### config.mk
export PLATFORM = sky130hd
export DESIGN_NAME = sawfc_frame_track
export DESIGN_NICKNAME = d
export VERILOG_FILES = /design/src/rtl/core/sawfc_pkg.sv /design/src/rtl/core/sawfc_frame_track.sv
export SDC_FILE = /design/constraint.sdc
export NUM_CORES = 1
export LEC_CHECK = 0
export BUFFER_PORTS_ARGS = -buffer_cell sky130_fd_sc_hd__buf_4
export CORE_ASPECT_RATIO = 0.6
export CORE_UTILIZATION = 45
export DETAILED_ROUTE_END_ITERATION = 12
export PLACE_DENSITY = 0.66
export SYNTH_ARGS = -nofsm -noshare
export SYNTH_HDL_FRONTEND = slang
export SYNTH_SLANG_ARGS = --single-unit
### constraint.sdc
create_clock -name clock -period 11.44 [get_ports clock]
set_input_delay 2.288 -clock clock [delete_from_list [all_inputs] [get_ports clock]]
set_output_delay 2.288 -clock clock [all_outputs]
set_load 0.02 [all_outputs]
### src/rtl/core/sawfc_pkg.sv
package sawfc_pkg;

   // Default frame geometry
   localparam int KIND_OFFSET_DEF     = 15;
   localparam int MAX_FRAME_BYTES_DEF = 1518;

   // Kind byte codes seen on the link
   localparam logic [7:0] KIND_BYTE_DATA = 8'd2;
   localparam logic [7:0] KIND_BYTE_EOT  = 8'd4;
   localparam logic [7:0] KIND_BYTE_ENQ  = 8'd5;

   // Reply codes
   localparam logic REPLY_ACK  = 1'b0;
   localparam logic REPLY_NACK = 1'b1;

   // Frame kind codes on the result channel
   localparam logic [1:0] FK_ENQ  = 2'd0;
   localparam logic [1:0] FK_DATA = 2'd1;
   localparam logic [1:0] FK_EOT  = 2'd2;

   // Check values that are replaced, and their substitute
   localparam logic [7:0] CHECK_ALL_ZERO = 8'd0;
   localparam logic [7:0] CHECK_ALL_ONE  = 8'd255;
   localparam logic [7:0] CHECK_SUBST    = 8'd1;

   typedef struct packed {
      logic       reply_code;
      logic [7:0] reply_seq;
      logic [1:0] frame_kind;
      logic [7:0] computed_check;
      logic       session_over;
   } result_type;

   // Replace a check of all zeros or all ones by one
   function automatic logic [7:0] finish_check(input logic [7:0] x);
      logic [7:0] r;
      r = x;
      if (x == CHECK_ALL_ZERO || x == CHECK_ALL_ONE) begin
         r = CHECK_SUBST;
      end
      return r;
   endfunction

endpackage

### src/rtl/core/sawfc_frame_track.sv
module sawfc_frame_track
   import sawfc_pkg::*;
#(
   parameter int KIND_OFFSET     = KIND_OFFSET_DEF,
   parameter int MAX_FRAME_BYTES = MAX_FRAME_BYTES_DEF
)
(
   input  logic       clock,
   input  logic       reset,
   input  logic       take,
   input  logic [7:0] rx_byte,
   input  logic       last,
   output logic       result_valid,
   output result_type result
);

   localparam int POS_W = $clog2(MAX_FRAME_BYTES + 1);
   localparam int SUM_W = ((POS_W > 9) ? POS_W : 9) + 1;
   localparam logic [POS_W-1:0] POS_KIND = POS_W'(KIND_OFFSET);
   localparam logic [POS_W-1:0] POS_SEQ  = POS_W'(KIND_OFFSET + 1);
   localparam logic [POS_W-1:0] POS_LEN  = POS_W'(KIND_OFFSET + 2);
   localparam logic [POS_W-1:0] POS_MAX  = POS_W'(MAX_FRAME_BYTES);
   localparam logic [SUM_W-1:0] DATA_START = SUM_W'(KIND_OFFSET + 3);

   logic [POS_W-1:0] pos_ff, pos_in;
   logic [7:0]       kind_ff, kind_in;
   logic [7:0]       seq_ff, seq_in;
   logic [7:0]       len_ff, len_in;
   logic [7:0]       xor_ff, xor_in;
   logic [7:0]       check_ff, check_in;
   logic             seen_ff, seen_in;

   logic [POS_W-1:0] pos_nx;
   logic [7:0]       kind_nx, seq_nx, len_nx, xor_nx, check_nx;
   logic             seen_nx;
   logic [SUM_W-1:0] pos_wide;
   logic [SUM_W-1:0] data_end;
   logic [7:0]       check_val;

   assign pos_wide = SUM_W'(pos_ff);
   assign data_end = DATA_START + SUM_W'(len_ff);

   // Fold one byte into the frame state
   always_comb begin
      pos_nx   = pos_ff;
      kind_nx  = kind_ff;
      seq_nx   = seq_ff;
      len_nx   = len_ff;
      xor_nx   = xor_ff;
      check_nx = check_ff;
      seen_nx  = seen_ff;
      if (pos_ff < POS_MAX) begin
         pos_nx = pos_ff + POS_W'(1);
         if (pos_ff == POS_KIND) begin
            kind_nx = rx_byte;
         end else if (pos_ff == POS_SEQ) begin
            seq_nx = rx_byte;
         end else if (pos_ff == POS_LEN) begin
            len_nx = rx_byte;
         end else if (pos_wide >= DATA_START && !seen_ff) begin
            if (pos_wide < data_end) begin
               xor_nx = xor_ff ^ rx_byte;
            end else if (pos_wide == data_end) begin
               check_nx = rx_byte;
               seen_nx  = 1'b1;
            end
         end
      end
   end

   // Build the reply from the state after this byte
   assign check_val = finish_check(xor_nx);

   always_comb begin
      result_valid          = 1'b0;
      result.reply_code     = REPLY_ACK;
      result.reply_seq      = 8'd0;
      result.frame_kind     = FK_ENQ;
      result.computed_check = 8'd0;
      result.session_over   = 1'b0;
      if (last) begin
         if (kind_nx == KIND_BYTE_DATA && seen_nx) begin
            result_valid          = 1'b1;
            result.reply_code     = (check_val != check_nx) ? REPLY_NACK : REPLY_ACK;
            result.reply_seq      = seq_nx;
            result.frame_kind     = FK_DATA;
            result.computed_check = check_val;
         end else if (kind_nx == KIND_BYTE_ENQ) begin
            result_valid = 1'b1;
         end else if (kind_nx == KIND_BYTE_EOT) begin
            result_valid        = 1'b1;
            result.frame_kind   = FK_EOT;
            result.session_over = 1'b1;
         end
      end
   end

   // Advance on each byte, clear at frame end
   always_comb begin
      pos_in   = pos_ff;
      kind_in  = kind_ff;
      seq_in   = seq_ff;
      len_in   = len_ff;
      xor_in   = xor_ff;
      check_in = check_ff;
      seen_in  = seen_ff;
      if (take) begin
         if (last) begin
            pos_in   = '0;
            kind_in  = 8'd0;
            seq_in   = 8'd0;
            len_in   = 8'd0;
            xor_in   = 8'd0;
            check_in = 8'd0;
            seen_in  = 1'b0;
         end else begin
            pos_in   = pos_nx;
            kind_in  = kind_nx;
            seq_in   = seq_nx;
            len_in   = len_nx;
            xor_in   = xor_nx;
            check_in = check_nx;
            seen_in  = seen_nx;
         end
      end
   end

   always_ff @(posedge clock) begin
      if (reset) begin
         pos_ff   <= '0;
         kind_ff  <= 8'd0;
         seq_ff   <= 8'd0;
         len_ff   <= 8'd0;
         xor_ff   <= 8'd0;
         check_ff <= 8'd0;
         seen_ff  <= 1'b0;
      end else begin
         pos_ff   <= pos_in;
         kind_ff  <= kind_in;
         seq_ff   <= seq_in;
         len_ff   <= len_in;
         xor_ff   <= xor_in;
         check_ff <= check_in;
         seen_ff  <= seen_in;
      end
   end

endmodule

==> out/qor.csv, run 1 <==
metric;value;unit
final WL;9582;microns
CTS Root Cell;clkbuf_16;
Vias/cell;5.953;
Layout area overhead;11.58;%
CTS resizes;0;
xor and xnor area share after synthesis;6.676;%
count of buffers from port buffering;32;
power consumption;0.3577;mW
core area;7357;sq um
Residual DRC;0;
LEAKAGE;1.414;nW
Final Cell Area;3869;sq um
Setup Crit Path Kind;reg -> out;
Post-CTS Setup Inserts;0;
via count;3316;
DRT antenna net count;0;
Synth Area in Adders;4.691;%
first-pass GRT wire length;15580;microns
critical path arrival;4.48;ns
slew of the pin with the lowest slew margin;1.194;ns
Rows;24;
io pins;33;
critical path cell sequence;ha_1 -> a21oi_1 -> xor2_1 -> ha_1 -> o21ai_0 -> o211a_1 -> a22o_2 -> nor3_2 -> mux2i_1 -> xnor2_1 -> a31oi_1 -> o221ai_1 -> a41oi_1 -> buf_4;
setup TNS;0;ns
run status;finished clean;
CP most frequent cell;ha_1;
die area;8071;sq um
Post-CTS Hold Buffers;0;
hold slack final;0.4587;ns
Starting Density;47.13;%
CTS clk-pin slew, worst paths;0.07;ns
HP Class;reg -> reg;
antenna violations before repair;0;
vias in the first global route;3013;
CTS Buf Count;5;
Yosys cell types;66;
Layout Cells excl Fill;557;
top cell type's share of synthesized area;30.03;%
ranking of synthesized cells by area;dfxtp_1, nor2_1, a21oi_1;
GRT Util Overall;25.28;%
share of cells above drive strength 1;13.69;%
antenna cells;0;
Yosys reg bits;52;
Final GP Congestion;0.8811;
hpwl dp;7024;microns
CTS sink cnt;52;
Die Wd;115.3;microns
worst IR drop on VDD;60.64;uV
largest fanout on the critical path;14;
Post-Syn Instances;438;
grt ovf;0;
endpoints failing hold;0;
worst relative slew slack;20.42;%
ys flop type;dfxtp_1;
largest family of logic cells by synthesized area;simple AND/OR/NAND/NOR gates;
WL per Instance;17.20;microns
fin crit share;59.20;%
sequential fraction of the synthesis area;30.03;%
H-Tree Depth;2;
simple-gate area share of the yosys netlist;27.10;%
Setup Skew;0.007695;ns
CTS max path bufs;2;
number of flops mapped to enable cells by yosys;0;
slowest CP cell;nor3_2;
setup violators final;0;
worst path required time;9.15;ns
fin nets;477;
pin count of the biggest net entering global routing;44;
Max Cap Violations;0;
CTS tree;yes;
top-count cell post-synth;nor2_1;
Synth Area in Compound Gates;23.49;%
area of the mapped netlist;3467;sq um
Synth area leader;dfxtp_1;
Synth Warn #;0;
Worst Setup Start Kind;register;
Async SR Flop Fraction;0;%
Worst path max stage delay;0.87;ns
placed inst area;3722;sq um
FMAX;147.6;MHz
Iteration-0 DRC Markers;387;
clock latency on the worst-skew pair;0.30;ns
critical path endpoint category;output port;
height of the die;69.99;microns
Mapped Nets;463;
placed cell count;549;
post-synthesis mux area share;3.284;%
RSZ-0062 raised after global routing;false;
Max Slew Vio Count;0;
average cell area after synthesis;7.916;sq um
Tmin final;6.773;ns
pwr/cell area;92.47;nW/um^2
drt first pass iters;5;
most frequent cells after synthesis;nor2_1, dfxtp_1, nand2_1;
[sequential cells by signal (all words and copies together), names as in the netlist]
register and flops:
len_ff 8, pos_ff 11, xor_ff 8, seen_ff 1, kind_ff 8, check_ff 8, seq_ff 8
[critical path, delay by kind of cell (launching register included)]
| family | cells | cell delay, ns |
|---|---|---|
| compound gates | 7 | 1.61 |
| xor+xnor | 2 | 0.22 |
| fa+ha+maj | 2 | 0.53 |
| buf+inv | 1 | 0.19 |
| flops | 1 | 0.34 |
| mux | 1 | 0.43 |
| simple gates | 1 | 0.87 |
[layout make-up]
type | instances | area (sq um)
well taps | 104 | 130.1
inverters | 11 | 41.29
flip-flops and latches | 52 | 1041
fillers | 706 | 3488
repair buffers | 33 | 247.7
clock buffers | 8 | 146.4
multi-input cells | 349 | 2262
[logic make-up (layout without fill, tap and decap cells)]
logic type | after synthesis | in the layout
flip-flops | 52 | 52
buffers and inverters | 37 | 52
multiplexers | 11 | 11
adder cells (fa/ha/maj) | 13 | 13
AND/OR/NAND/NOR | 186 | 186
XOR/XNOR | 23 | 23
AO/OA/AOI/OAI | 116 | 116
[report_power, final]
group	switching [mW]	leakage [nW]	total, mW	internal (mW)
Sequential	0.000502	0.419	0.182	0.181
Combinational	0.0164	0.924	0.0224	0.00595
Clock	0.0662	0.0712	0.154	0.0874
Total	0.0831	1.41	0.358	0.275
[layer usage]
| metal | track usage [%] | up-vias | share of wire [%] |
|---|---|---|---|
| li1 | - | 1606 | - |
| met1 | 39.58 | 1561 | 51 |
| met2 | 33.40 | 141 | 39 |
| met3 | 5.642 | 8 | 8.7 |
| met4 | 7.504 | 0 | 0.91 |
| met5 | 0 | - | 0 |
[cells in the final DEF, fill, tap and decap left out, types with 4 or more instances in the layout]
cell	count
buf_4	33
nor2b_1	11
nand2_1	36
o22ai_1	4
nor3_1	6
mux2i_1	8
inv_1	10
a31oi_1	4
or3_1	5
dfxtp_1	52
clkbuf_16	5
a32oi_1	8
nand2b_1	8
nand3_1	8
o21ai_1	4
and2_1	6
nor2_1	73
nand4_1	5
a22oi_1	20
o21ai_0	12
a21oi_1	33
ha_1	13
xor2_1	10
xnor2_1	9
[per-stage QoR]
stage	utilization, %	setup WS, ns
6_report	52.59	4.667
5_1_grt	52.59	4.228
4_1_cts	52.59	4.691
3_5_place_dp	50.60	4.836
3_3_place_gp	50.60	4.911
2_1_floorplan	-	5.073
[final timing paths]
kind | start | end | slack [ns] | cells after the start
worst max-delay path | len_ff[1] | result[19] | 4.67 | 14
worst min-delay path | check_ff[5] | check_ff[5] | 0.46 | 2
worst max register to register | len_ff[1] | check_ff[3] | 7.82 | 12
worst min register to register | check_ff[5] | check_ff[5] | 0.46 | 2
(Power assumes the default switching activity.)
==> run 2: changes to the inputs <==
- clock period: 11.44 -> 6.76 ns (I/O delays scaled with it)
==> run 2 against run 1 <==
Against the previous run:
- clock skew decreased by 0.0031 ns
- first-iteration DRC count decreased by 9.6%
- count of clock-buffer cells in the layout decreased by 2
- sequential power increased by 69%
- power increased by 72%
- global-route usage increased by 0.14 points
- routed wire length increased by 1.4%
- sequential cell count unchanged
- clock power increased by 75%
- design area increased by 0.26%
- largest power group unchanged
- hold slack about the same
- non-clock buffer count increased by 1
==> out/qor.csv, run 2 (synthesized netlist as in run 1, its figures left out) <==
metric;value;unit;change
run status;finished clean;;unchanged
Largest Register;pos_ff;;unchanged
core area;7357;sq um;unchanged
multi-input logic area;2262;sq um;unchanged
Layout Cells excl Fill;558;;was 557
Vias/cell;5.914;;was 5.953
RSZ-0062 raised after global routing;false;;unchanged
LEAKAGE;1.424;nW;was 1.414 nW
Setup Skew;0.004557;ns;was 0.007695 ns
Tmin final;5.685;ns;
antenna cells;0;;unchanged
FMAX;175.9;MHz;
via count;3300;;was 3,316
Post-CTS Setup Inserts;0;;unchanged
setup TNS;0;ns;unchanged
GRT Util Overall;25.42;%;was 25.28%
Max Slew Vio Count;0;;unchanged
worst IR drop on VDD;104.2;uV;was 60.64 uV
Layout area overhead;11.87;%;was 11.58%
vias in the first global route;3002;;was 3,013
Post-CTS Hold Buffers;0;;unchanged
most common cell after layout, fill and taps aside;nor2_1;;unchanged
CTS Root Cell;clkbuf_16;;unchanged
CTS sink cnt;52;;unchanged
hpwl dp;6966;microns;was 7024 microns
slew of the pin with the lowest slew margin;0.8542;ns;was 1.194 ns
worst relative slew slack;42.74;%;was 20.42%
FF/Latch Area;1041;sq um;unchanged
number of flip-flops in the largest register;11;;unchanged
Final GP Congestion;0.8396;;was 0.8811
count of buffers from port buffering;32;;unchanged
Iteration-0 DRC Markers;350;;was 387
grt ovf;0;;unchanged
power consumption;0.6155;mW;was 0.3577 mW
CTS clk-pin slew, worst paths;0.07;ns;about the same
final WL;9716;microns;was 9582 microns
pin count of the biggest net entering global routing;44;;unchanged
WL per Instance;17.41;microns;was 17.20 microns
HP Class;reg -> reg;;unchanged
Rows;24;;unchanged
endpoints failing hold;0;;unchanged
largest fanout on the critical path;14;;unchanged
share of cells above drive strength 1;14.32;%;was 13.69%
height of the die;69.99;microns;unchanged
worst path required time;5.41;ns;was 9.15 ns
CTS resizes;0;;unchanged
fin crit share;84.09;%;
Setup Crit Path Kind;reg -> out;;unchanged
most frequent cells in the layout;nor2_1, dfxtp_1, nand2_1;;unchanged
fin nets;478;;was 477
Max Cap Violations;0;;unchanged
CTS Buf Count;5;;unchanged
DRT antenna net count;0;;unchanged
Die Wd;115.3;microns;unchanged
pwr/cell area;158.7;nW/um^2;was 92.47 nW/um^2
placed cell count;550;;was 549
Starting Density;47.13;%;unchanged
H-Tree Depth;2;;unchanged
first-pass GRT wire length;15730;microns;was 15,580 microns
CTS max path bufs;2;;unchanged
die area;8071;sq um;unchanged
Residual DRC;0;;unchanged
Fill cells;721;;was 706
Worst Setup Start Kind;register;;unchanged
critical path endpoint category;output port;;unchanged
io pins;33;;unchanged
clock latency on the worst-skew pair;0.30;ns;about the same
critical path arrival;4.33;ns;was 4.48 ns
antenna violations before repair;0;;unchanged
CTS tree;yes;;unchanged
drt first pass iters;5;;unchanged
setup violators final;0;;unchanged
==> run 2: cell count changes in the layout (fill, tap and decap cells not counted), sizes merged <==
cell	delta
clkbuf	-2
clkinv	+2
buf	+1
==> run 2: power breakdown <==
| group | leakage [nW] | internal, mW | switching [mW] | total, mW |
|---|---|---|---|---|
| clock | 0.0766 | 0.147 | 0.123 | 0.270 |
| combinational | 0.928 | 0.0101 | 0.0283 | 0.0384 |
| sequential | 0.419 | 0.306 | 0.000854 | 0.307 |
==> run 2: stage by stage <==
| step | util [%] | hold slack (ns) | worst slack (ns) | instance area, sq um |
|---|---|---|---|---|
| after floorplan | - | 0.4281 | 2.206 | 3467 |
| after global routing | 52.72 | 0.4915 | 0.7070 | 3879 |
| after global placement | 50.70 | 0.4415 | 1.657 | 3730 |
| after detailed placement | 50.70 | 0.4455 | 1.468 | 3730 |
| final | 52.72 | 0.4590 | 1.075 | 3879 |
| after CTS | 52.72 | 0.4604 | 1.133 | 3879 |
==> run 2: critical path, cell delays in order (launching register included) <==
cell and delay, ns:
dfxtp_1 0.40, and3_1 0.24, o21ai_0 0.12, xor2_1 0.18, ha_1 0.31, o21ai_0 0.08
o211a_1 0.24, a22o_2 0.40, nor3_2 0.75, mux2i_1 0.45, xnor2_1 0.11, a31oi_1 0.18
o221ai_1 0.15, a41oi_1 0.24, buf_4 0.17
==> run 2: final cells by class <==
cell class / instances / share of cell area (%)
multi-input cells: 349 / 58.32
flip-flops and latches: 52 / 26.84
repair buffers: 34 / 6.581
clock buffers: 6 / 3.581
well taps: 104 / 3.355
inverters: 11 / 1.065
clock inverters: 2 / 0.2581
==> run 2: final timing paths <==
kind,start,to,slack [ns],cells after the start
worst min-delay path,check_ff[5],check_ff[5],0.46,2
worst max register to register,len_ff[1],check_ff[3],3.18,12
worst max-delay path,len_ff[1],result[19],1.08,14
worst min register to register,check_ff[5],check_ff[5],0.46,2
==> run 2: layer usage <==
metal / vias to the layer above / wire [microns] / GRT usage (%)
met4: 0 / 99 / 6.061
met1: 1594 / 5105 / 39.35
met3: 9 / 590 / 4.601
met2: 91 / 3920 / 35.60
li1: 1606 / - / -
met5: - / 0 / 0
